## config.mk

```make
export PLATFORM = sky130hd
export DESIGN_NAME = alarm_clock_menu_fsm_core
export DESIGN_NICKNAME = d
export VERILOG_FILES = /design/src/rtl/acmf_pkg.sv /design/src/rtl/alarm_clock_menu_fsm_core.sv
export SDC_FILE = /design/constraint.sdc
export NUM_CORES = 1
export LEC_CHECK = 0
export BUFFER_PORTS_ARGS = -buffer_cell sky130_fd_sc_hd__buf_4
export CORE_MARGIN = 5
export CORE_UTILIZATION = 35
export DETAILED_ROUTE_END_ITERATION = 8
export PLACE_DENSITY_LB_ADDON = 0.3
export REMOVE_ABC_BUFFERS = 1
export SLEW_MARGIN = 15
export SYNTH_ARGS = -nofsm -noshare
export SYNTH_HDL_FRONTEND = slang
export SYNTH_SLANG_ARGS = --single-unit
export TNS_END_PERCENT = 50
```

## constraint.sdc

```tcl
create_clock -name clock -period 2.95 [get_ports clock]
set_input_delay 0.295 -clock clock [delete_from_list [all_inputs] [get_ports clock]]
set_output_delay 0.295 -clock clock [all_outputs]
set_load 0.02 [all_outputs]
```

## src/rtl/acmf_pkg.sv

```systemverilog
// shared widths and codes for the alarm clock menu controller
// no dependencies; imported by alarm_clock_menu_fsm_core, acmf_screen_check and the testbench
`timescale 1ns / 1ps
`default_nettype none

package acmf_pkg;

   localparam int MODE_W   = 3;
   localparam int SCREEN_W = 4;
   localparam int CFG_W    = 20;
   localparam int CFG_IDX_W = 2;
   localparam int TMR_W    = 22;
   localparam int ADJ_W    = 3;
   localparam int DIR_W    = 2;

   // event codes
   localparam logic [MODE_W-1:0] MODE_PRESS     = 3'd0;
   localparam logic [MODE_W-1:0] MODE_RELEASE   = 3'd1;
   localparam logic [MODE_W-1:0] MODE_TICK      = 3'd2;
   localparam logic [MODE_W-1:0] MODE_KNOB_UP   = 3'd3;
   localparam logic [MODE_W-1:0] MODE_KNOB_DOWN = 3'd4;
   localparam logic [MODE_W-1:0] MODE_EXPIRED   = 3'd5;

   // adjustment targets
   localparam logic [ADJ_W-1:0] ADJ_NONE   = 3'd0;
   localparam logic [ADJ_W-1:0] ADJ_ALARM  = 3'd1;
   localparam logic [ADJ_W-1:0] ADJ_SNOOZE = 3'd2;
   localparam logic [ADJ_W-1:0] ADJ_BRIGHT = 3'd3;
   localparam logic [ADJ_W-1:0] ADJ_AUTO   = 3'd4;

   // adjustment directions, two's complement
   localparam logic signed [DIR_W-1:0] DIR_NONE = 2'sd0;
   localparam logic signed [DIR_W-1:0] DIR_UP   = 2'sd1;
   localparam logic signed [DIR_W-1:0] DIR_DOWN = -2'sd1;

   // configuration register indexes
   localparam logic [CFG_IDX_W-1:0] CFG_SHORT_MENU = 2'd0;
   localparam logic [CFG_IDX_W-1:0] CFG_MENU       = 2'd1;
   localparam logic [CFG_IDX_W-1:0] CFG_ALARM_HOLD = 2'd2;
   localparam logic [CFG_IDX_W-1:0] CFG_AP_HOLD    = 2'd3;

   localparam logic [CFG_W-1:0] SHORT_MENU_RST = 20'd2000;
   localparam logic [CFG_W-1:0] MENU_RST       = 20'd10000;
   localparam logic [CFG_W-1:0] ALARM_HOLD_RST = 20'd2000;
   localparam logic [CFG_W-1:0] AP_HOLD_RST    = 20'd3000;

   localparam logic [TMR_W-1:0] ALARM_MAX_MS = 22'd3600000;
   localparam logic [TMR_W-1:0] OFF_SHOW_MS  = 22'd2000;

endpackage

`default_nettype wire

```

## src/rtl/alarm_clock_menu_fsm_core.sv

```systemverilog
// a beat accepted on req is held in the input register, then in the result register, where it is offered on rsp
// one event per cycle unless rsp stalls; the screen state updates as a beat moves to the result stage
// ready on req follows rsp_ready combinationally through the input stage
// reset: synchronous, active high; screen goes to clock, registers to their defaults,
// both stages empty
`timescale 1ns / 1ps
`default_nettype none

module alarm_clock_menu_fsm_core (
   input  wire logic                                clock,
   input  wire logic                                reset,
   input  wire logic                                csr_we,
   input  wire logic [acmf_pkg::CFG_IDX_W-1:0]      csr_index,
   input  wire logic [acmf_pkg::CFG_W-1:0]          csr_wdata,
   input  wire logic                                req_valid,
   output logic                                     req_ready,
   input  wire logic [acmf_pkg::MODE_W-1:0]         req_mode,
   input  wire logic                                req_button_held,
   input  wire logic                                req_alarm_due,
   output logic                                     rsp_valid,
   input  wire logic                                rsp_ready,
   output logic [acmf_pkg::SCREEN_W-1:0]            rsp_screen,
   output logic                                     rsp_timer_load,
   output logic [acmf_pkg::TMR_W-1:0]               rsp_timer_ms,
   output logic                                     rsp_toggle_alarm,
   output logic                                     rsp_stop_sound,
   output logic                                     rsp_snooze,
   output logic                                     rsp_alarm_disable,
   output logic                                     rsp_open_ap,
   output logic [acmf_pkg::ADJ_W-1:0]               rsp_adjust_target,
   output logic signed [acmf_pkg::DIR_W-1:0]        rsp_adjust_dir,
   output logic                                     rsp_store_settings
);
   import acmf_pkg::*;

   typedef enum logic [SCREEN_W-1:0] {
      SCR_CLOCK  = 4'd0,
      SCR_TITLE  = 4'd1,
      SCR_SET    = 4'd2,
      SCR_RING   = 4'd3,
      SCR_RINGPR = 4'd4,
      SCR_OFF    = 4'd5,
      SCR_SLEEP  = 4'd6,
      SCR_BRIGHT = 4'd7,
      SCR_AP     = 4'd8,
      SCR_APPR   = 4'd9
   } screen_type;

   // configuration
   logic [CFG_W-1:0] short_menu_ff;
   logic [CFG_W-1:0] menu_ff;
   logic [CFG_W-1:0] alarm_hold_ff;
   logic [CFG_W-1:0] ap_hold_ff;

   // input stage
   logic              in_valid_ff;
   logic [MODE_W-1:0] in_mode_ff;
   logic              in_held_ff;
   logic              in_due_ff;

   // state and result stage
   screen_type              screen_ff;
   screen_type              screen_in;
   logic                    out_valid_ff;
   logic [SCREEN_W-1:0]     out_screen_ff;
   logic                    out_load_ff;
   logic                    out_load_in;
   logic [TMR_W-1:0]        out_ms_ff;
   logic [TMR_W-1:0]        out_ms_in;
   logic                    out_toggle_ff;
   logic                    out_toggle_in;
   logic                    out_stop_ff;
   logic                    out_stop_in;
   logic                    out_snooze_ff;
   logic                    out_snooze_in;
   logic                    out_disable_ff;
   logic                    out_disable_in;
   logic                    out_ap_ff;
   logic                    out_ap_in;
   logic [ADJ_W-1:0]        out_target_ff;
   logic [ADJ_W-1:0]        out_target_in;
   logic signed [DIR_W-1:0] out_dir_ff;
   logic signed [DIR_W-1:0] out_dir_in;
   logic                    out_store_ff;
   logic                    out_store_in;

   logic                    advance;
   logic signed [DIR_W-1:0] knob_dir;
   logic [TMR_W-1:0]        short_menu_tmr;
   logic [TMR_W-1:0]        menu_tmr;
   logic [TMR_W-1:0]        alarm_hold_tmr;
   logic [TMR_W-1:0]        ap_hold_tmr;

   assign advance   = in_valid_ff && (!out_valid_ff || rsp_ready);
   assign req_ready = !in_valid_ff || advance;

   assign knob_dir       = (in_mode_ff == MODE_KNOB_UP) ? DIR_UP : DIR_DOWN;
   assign short_menu_tmr = TMR_W'(short_menu_ff);
   assign menu_tmr       = TMR_W'(menu_ff);
   assign alarm_hold_tmr = TMR_W'(alarm_hold_ff);
   assign ap_hold_tmr    = TMR_W'(ap_hold_ff);

   always_ff @(posedge clock) begin
      if (reset) begin
         short_menu_ff <= SHORT_MENU_RST;
         menu_ff       <= MENU_RST;
         alarm_hold_ff <= ALARM_HOLD_RST;
         ap_hold_ff    <= AP_HOLD_RST;
      end else if (csr_we) begin
         unique case (csr_index)
            CFG_SHORT_MENU: short_menu_ff <= csr_wdata;
            CFG_MENU:       menu_ff       <= csr_wdata;
            CFG_ALARM_HOLD: alarm_hold_ff <= csr_wdata;
            CFG_AP_HOLD:    ap_hold_ff    <= csr_wdata;
            default: ;
         endcase
      end
   end

   // transition and action decode for the beat in the input stage
   always_comb begin
      screen_in      = screen_ff;
      out_load_in    = 1'b0;
      out_ms_in      = '0;
      out_toggle_in  = 1'b0;
      out_stop_in    = 1'b0;
      out_snooze_in  = 1'b0;
      out_disable_in = 1'b0;
      out_ap_in      = 1'b0;
      out_target_in  = ADJ_NONE;
      out_dir_in     = DIR_NONE;
      out_store_in   = 1'b0;
      unique case (in_mode_ff)
         MODE_PRESS: begin
            unique case (screen_ff)
               SCR_CLOCK: begin
                  screen_in   = SCR_TITLE;
                  out_load_in = 1'b1;
                  out_ms_in   = short_menu_tmr;
               end
               SCR_TITLE: begin
                  screen_in   = SCR_SLEEP;
                  out_load_in = 1'b1;
                  out_ms_in   = menu_tmr;
               end
               SCR_SET: begin
                  out_toggle_in = 1'b1;
                  out_load_in   = 1'b1;
                  out_ms_in     = menu_tmr;
               end
               SCR_SLEEP: begin
                  screen_in   = SCR_BRIGHT;
                  out_load_in = 1'b1;
                  out_ms_in   = menu_tmr;
               end
               SCR_BRIGHT: begin
                  screen_in   = SCR_AP;
                  out_load_in = 1'b1;
                  out_ms_in   = menu_tmr;
               end
               SCR_RING: begin
                  out_stop_in   = 1'b1;
                  out_snooze_in = 1'b1;
                  screen_in     = SCR_RINGPR;
                  out_load_in   = 1'b1;
                  out_ms_in     = alarm_hold_tmr;
               end
               SCR_AP: begin
                  screen_in   = SCR_APPR;
                  out_load_in = 1'b1;
                  out_ms_in   = ap_hold_tmr;
               end
               SCR_APPR: screen_in = SCR_CLOCK;
               default: ;
            endcase
         end
         MODE_RELEASE: begin
            if (screen_ff == SCR_APPR) screen_in = SCR_CLOCK;
         end
         MODE_TICK: begin
            if (in_due_ff) begin
               screen_in   = SCR_RING;
               out_load_in = 1'b1;
               out_ms_in   = ALARM_MAX_MS;
            end
            out_target_in = ADJ_AUTO;
            out_store_in  = 1'b1;
         end
         MODE_KNOB_UP, MODE_KNOB_DOWN: begin
            unique case (screen_ff)
               SCR_SET: begin
                  out_target_in = ADJ_ALARM;
                  out_dir_in    = knob_dir;
                  out_load_in   = 1'b1;
                  out_ms_in     = menu_tmr;
               end
               SCR_SLEEP: begin
                  out_target_in = ADJ_SNOOZE;
                  out_dir_in    = knob_dir;
                  out_load_in   = 1'b1;
                  out_ms_in     = menu_tmr;
               end
               SCR_BRIGHT: begin
                  out_target_in = ADJ_BRIGHT;
                  out_dir_in    = knob_dir;
                  out_load_in   = 1'b1;
                  out_ms_in     = menu_tmr;
               end
               default: ;
            endcase
         end
         MODE_EXPIRED: begin
            unique case (screen_ff)
               SCR_TITLE: begin
                  screen_in   = SCR_SET;
                  out_load_in = 1'b1;
                  out_ms_in   = menu_tmr;
               end
               SCR_RING: begin
                  out_stop_in    = 1'b1;
                  out_disable_in = 1'b1;
                  screen_in      = SCR_CLOCK;
               end
               SCR_RINGPR: begin
                  if (in_held_ff) begin
                     out_disable_in = 1'b1;
                     screen_in      = SCR_OFF;
                     out_load_in    = 1'b1;
                     out_ms_in      = OFF_SHOW_MS;
                  end else begin
                     screen_in = SCR_CLOCK;
                  end
               end
               SCR_APPR: begin
                  out_ap_in = in_held_ff;
                  screen_in = SCR_CLOCK;
               end
               default: screen_in = SCR_CLOCK;
            endcase
         end
         // unused event codes leave everything as is
         default: ;
      endcase
   end

   always_ff @(posedge clock) begin
      if (reset) begin
         in_valid_ff  <= 1'b0;
         out_valid_ff <= 1'b0;
         screen_ff    <= SCR_CLOCK;
      end else begin
         if (req_ready) begin
            in_valid_ff <= req_valid;
         end
         if (advance) begin
            out_valid_ff <= 1'b1;
            screen_ff    <= screen_in;
         end else if (rsp_ready) begin
            out_valid_ff <= 1'b0;
         end
      end
   end

   // payload registers
   always_ff @(posedge clock) begin
      if (req_valid && req_ready) begin
         in_mode_ff <= req_mode;
         in_held_ff <= req_button_held;
         in_due_ff  <= req_alarm_due;
      end
      if (advance) begin
         out_screen_ff  <= screen_in;
         out_load_ff    <= out_load_in;
         out_ms_ff      <= out_ms_in;
         out_toggle_ff  <= out_toggle_in;
         out_stop_ff    <= out_stop_in;
         out_snooze_ff  <= out_snooze_in;
         out_disable_ff <= out_disable_in;
         out_ap_ff      <= out_ap_in;
         out_target_ff  <= out_target_in;
         out_dir_ff     <= out_dir_in;
         out_store_ff   <= out_store_in;
      end
   end

   assign rsp_valid          = out_valid_ff;
   assign rsp_screen         = out_screen_ff;
   assign rsp_timer_load     = out_load_ff;
   assign rsp_timer_ms       = out_ms_ff;
   assign rsp_toggle_alarm   = out_toggle_ff;
   assign rsp_stop_sound     = out_stop_ff;
   assign rsp_snooze         = out_snooze_ff;
   assign rsp_alarm_disable  = out_disable_ff;
   assign rsp_open_ap        = out_ap_ff;
   assign rsp_adjust_target  = out_target_ff;
   assign rsp_adjust_dir     = out_dir_ff;
   assign rsp_store_settings = out_store_ff;

endmodule

`default_nettype wire

```

=== Yosys cells after proc, flatten, opt, wreduce, memory -nomap -nowiden ===
Cells that the tools add are included.

* Register bits after elaboration: 129
* Input port bits: 32
* Logic and storage cells: 85

* Equal/unequal tests: 16
* Reduce and logical (&&, ||, !) cells: 21
* Muxes and demuxes: 27

{| class="wikitable"
|+ Operators by type and width
! kind !! number
|-
| 22-bit case mux with 4 select lines || 1
|-
| 20-bit case mux with 4 select lines || 1
|-
| 20-bit case mux with 2 select lines || 1
|-
| 4-bit case mux with 7 select lines || 1
|-
| 22-bit two-way mux || 1
|-
| 20-bit two-way mux || 1
|-
| 4-bit case mux with 4 select lines || 1
|-
| 4-bit by 3-bit equality test with 1-bit output, second input constant || 3
|-
| 3-bit case mux with 2 select lines || 2
|-
| 2-bit AND reduction || 6
|-
| 11-bit two-way mux || 1
|-
| 1-bit two-way mux || 9
|-
| 4-bit by 2-bit equality test with 1-bit output, second input constant || 2
|-
| 4-bit equality test, second input constant || 2
|-
| 4-bit two-way mux || 2
|-
| 7-bit OR reduction || 1
|-
| 3-bit by 2-bit equality test with 1-bit output, second input constant || 2
|-
| 3-bit equality test, second input constant || 2
|-
| 2-bit case mux with 3 select lines || 1
|-
| 2-bit equality test, second input constant || 2
|-
| 4-bit by 1-bit equality test with 1-bit output, second input constant || 1
|-
| 4-bit zero test || 1
|-
| 1-bit case mux with 2 select lines || 2
|-
| 1-bit case mux with 4 select lines || 1
|-
| 13 further kinds || 17
|}

=== Logic depth before layout (Yosys ltp) ===
* Depth in word-level cells: 5
* Depth in mapped cells: 7
* Mapped depth without buffers: 5

=== Worst setup path after synthesis ===
OpenSTA, ideal clock, no wires.

* Path kind: flip-flop to flip-flop
* Start point: reg out_valid_ff, in the netlist rsp_valid
* End point: reg screen_ff[1]
* Buffers on the path: 0
* Setup time: 0.081 ns
* Stages on the path, launching flop included: 6
* Arrival: 1.864 ns
* Path slack: 1.005 ns
* Path through: dfxtp_1 > nor2b_1 > nand2b_1 > inv_1 > o21ai_0 > a41oi_1

* Longest elaborated chain between the ends: 3

{| class="wikitable"
|+ RTL lines
! item !! line !! source
|-
| start: declaration || alarm_clock_menu_fsm_core.sv:64 || <nowiki>logic out_valid_ff;</nowiki>
|-
| start signal: assignment || alarm_clock_menu_fsm_core.sv:249 || <nowiki>out_valid_ff <= 1'b0;</nowiki>
|-
| start signal: assignment || alarm_clock_menu_fsm_core.sv:256 || <nowiki>out_valid_ff <= 1'b1;</nowiki>
|-
| start signal: assignment || alarm_clock_menu_fsm_core.sv:259 || <nowiki>out_valid_ff <= 1'b0;</nowiki>
|-
| 1-bit zero test || alarm_clock_menu_fsm_core.sv:94 || <nowiki>assign advance = in_valid_ff && (!out_valid_ff || rsp_ready);</nowiki>
|-
| 1-bit logical OR || alarm_clock_menu_fsm_core.sv:94 ||
|-
| 1-bit logical AND || alarm_clock_menu_fsm_core.sv:94 ||
|-
| named net advance || alarm_clock_menu_fsm_core.sv:87 || <nowiki>logic advance;</nowiki>
|-
| end signal: assignment || alarm_clock_menu_fsm_core.sv:257 || <nowiki>screen_ff <= screen_in;</nowiki>
|-
| end: declaration || alarm_clock_menu_fsm_core.sv:62 || <nowiki>screen_type screen_ff;</nowiki>
|}

The timed path passes the listed nets, and every way through them passes these cells.
A chain may end at the register's enable or synchronous reset.

=== Final worst setup path ===
* Start point: reg screen_ff[3]
* End point: reg out_ms_ff[17], in the netlist rsp_timer_ms[17], data pin

* Longest elaborated chain between the ends: 4
* Elaborated cells between the ends (all ways): 14

{| class="wikitable"
|+ RTL lines
! item !! line !! source
|-
| 4-bit by 1-bit equality test with 1-bit output, or another cell as far along || alarm_clock_menu_fsm_core.sv:135, alarm_clock_menu_fsm_core.sv:213 ||
|-
| 4-bit OR reduction (no line) / 3-bit OR reduction (equally long branches) || - ||
|-
| 20-bit case mux with 4 select lines / 20-bit two-way mux (equally long branches) || alarm_clock_menu_fsm_core.sv:135, alarm_clock_menu_fsm_core.sv:190 ||
|-
| 22-bit case mux with 4 select lines (*) || alarm_clock_menu_fsm_core.sv:133 || <nowiki>unique case (in_mode_ff)</nowiki>
|-
| named net out_ms_in[17] || alarm_clock_menu_fsm_core.sv:69 || <nowiki>logic [TMR_W-1:0] out_ms_in;</nowiki>
|-
| end signal: assignment || alarm_clock_menu_fsm_core.sv:274 || <nowiki>out_ms_ff <= out_ms_in;</nowiki>
|-
| end: declaration || alarm_clock_menu_fsm_core.sv:68 || <nowiki>logic [TMR_W-1:0] out_ms_ff;</nowiki>
|}

Mark *: on every way through the listed nets, which the timed path passes. The rest lies on a longest branch.

==> results_dict.tcl <==
set metrics [dict create \
    syn_avg_cell_area_um2 9.06 \
    gp_congestion 0.798 \
    rows 46 \
    yosysWarnings 0 \
    dr.first_iter.drc_count 315 \
    initial_core_util_pct 35.3 \
    io_buffer_count 71 \
    crit_arrival_ns 2.22 \
    yosysSeqAreaShare_pct 53.8 \
    fin_util_pct 43.2 \
    yosysTopAreaCellShare_pct 31.1 \
    switching_share_pct 22.6 \
    routedWlPerCell_um 16.8 \
    wirelength_um 15000 \
    dr.pass1.iters 4 \
    vdd_drop_max_uv 446 \
    max_freq_mhz 481 \
    slew_viol_final 0 \
    ys_ff_latch 128 \
    area_growth_pct 22.5 \
    finClkSkew_ns 0.00455 \
    status "finished clean" \
    combPwrFrac_pct 8.1 \
    cp_max_fo 30 \
    cp-start-kind "flip-flop" \
    grt_pass1_wl_um 23900 \
    synth_edf_count 42 \
    nets 693 \
    overflow 0 \
    die_area_um2 18500 \
    syn_inst 612 \
    path_class "flip-flop to flip-flop" \
    ctsRootBufferMaster "clkbuf_16" \
    ant_nets 0 \
    dp_hpwl_um 9340 \
    cts_resized 0 \
    num_vias 4530 \
    post_drt_via_cell_ratio 5.09 \
    n_antenna_cell 0 \
    core_um2 15700 \
    antenna_found_initial 0 \
    grt_max_degree 60 \
    die_h_um 136 \
    clockBufferDepth 2 \
    io_pins 72 \
    fin_crit_sh_pct 70.4 \
    clk_pin_slew_ns 0.05 \
    grtUsageTotal_pct 16.9 \
    fin_setup_tns_ns 0 \
    slowest_delay_ns 0.68 \
    hold_violations 0 \
    finalCriticalPeriod_ns 2.08 \
    cp_slowest_cell "dfxtp_2" \
    power_density_nw_per_um2 642 \
    relSlewSlack_pct 27.0 \
    cts_made_buffers 17 \
    final_cell_mix "nand2_1, dfxtp_1, buf_4" \
    cap_viol_max_count 0 \
    tightest_slew_ns 1.09 \
    cts_setup_buffers 0 \
    stdcell_count 890 \
    async_reset_ff_share_pct 0 \
    synth.top_cells.by_area "dfxtp_1, edfxtp_1, nand2_1" \
    place_inst 858 \
    htree_levels 4 \
    cts_tree "yes" \
    power_switching_mw 0.984 \
    die_w_um 136 \
    final_common_cell "nand2_1" \
    p_leak_nw 2.48 \
    cts_hold_buf 0 \
    cts_num_sinks 128 \
    required_ns 3.10 \
    drcViolationCount 0 \
    internal_power_mw 3.38 \
    setup_viol 0 \
    rsz0062_at_grt "no" \
    min_path_type "input port to flip-flop" \
    yosysTopAreaCell "dfxtp_1" \
    grt_pass1_vias 4474 \
    synth_area_um2 5540 \
    clkLatencyLatePin_ns 0.41 \
    crit_path_end_kind "flip-flop" \
    crit_chain "buf_4, mux2i_1, o2bb2ai_1, a21oi_1, o31ai_1" \
    synth_cell_types 56 \
    p_clk_share_pct 47.3 \
    synth_ff_type "dfxtp_1" \
    seq_power_share_pct 44.6 \
    final_layout_size_suffix_gt1_share_pct 18.0 \
]
==> power by group through the flow <==
stage                     Combinational (mW)  Clock (mW)  Sequential [mW]
after floorplan                        0.152           0             2.00
after global placement                 0.348           0             1.98
after detailed placement               0.356           0             1.98
after CTS                              0.358        2.09             1.94
after global routing                   0.388        2.18             1.95
final                                  0.355        2.06             1.94
==> layout make-up <==
cell class / count / area (µm²)
Inverter: 23 / 86.3
Sequential cell: 128 / 2980
Multi-Input combinational cell: 411 / 2240
Tap cell: 216 / 270
Fill cell: 1516 / 8920
Clock buffer: 30 / 589
Clock inverter: 2 / 10.0
Timing Repair Buffer: 80 / 613
==> worst max-delay path: cells and delay by family, from the launching register on <==
| kind | cells | cell delay, ns |
|---|---|---|
| buf+inv | 1 | 0.51 |
| compound gates | 3 | 0.34 |
| flops | 1 | 0.68 |
| mux | 1 | 0.25 |
==> final timing paths <==
path,start,endpoint,slack (ns),cells after the start
worst max-delay path,screen_ff[3],rsp_timer_ms[17],0.87,5
worst min-delay path,req_mode[2],in_mode_ff[2],0.05,1
worst max register to register,screen_ff[3],rsp_timer_ms[17],0.87,5
worst min register to register,ap_hold_ff[18],ap_hold_ff[18],0.45,2
==> registers in the layout (all words and copies together) (netlist names), 2 cells and up <==
signal and flops:
alarm_hold_ff 20, rsp_timer_ms 21, rsp_screen 4, menu_ff 20
screen_ff 4, in_mode_ff 3, ap_hold_ff 20, rsp_adjust_dir 2
short_menu_ff 20, rsp_adjust_target 3
==> through the flow <==
| stage | power [mW] | setup slack (ns) | hold WS [ns] | cell area [µm²] |
|---|---|---|---|---|
| floorplan | 2.15 | 0.339 | 0.364 | 5300 |
| global placement | 2.33 | 0.956 | 0.442 | 6190 |
| detailed placement | 2.34 | 0.926 | 0.447 | 6190 |
| CTS | 4.40 | 0.899 | 0.0382 | 6790 |
| global route | 4.52 | 0.734 | 0.0398 | 6790 |
| finish | 4.36 | 0.872 | 0.0536 | 6790 |
==> Yosys cell counts, drive strengths merged, types with 5 or more instances <==
master   instances
nand2          167
dfxtp           86
a21oi           77
edfxtp          42
clkbuf          27
nand3           26
buf             23
inv             22
mux2i           20
nor2            19
o2bb2ai         12
o31ai           10
o32ai            9
o211ai           6
nand2b           5
nor3b            5
==> cells by family after synthesis <==
| group | count (synthesis) | share of synthesized area [%] |
|---|---|---|
| compound gates | 136 | 15.6 |
| mux | 21 | 3.81 |
| flops | 128 | 53.8 |
| simple gates | 252 | 20.5 |
| xor+xnor | 2 | 0.316 |
| buf+inv | 73 | 5.94 |
==> per-layer routing <==
metal,track usage [%],routed length (µm),up-vias
li1,-,-,2213
met1,20.8,6420,2166
met2,28.8,7480,130
met3,3.92,802,21
met4,6.27,262,0
met5,0,0,-
No activity file was read; power rests on OpenSTA's default activity.
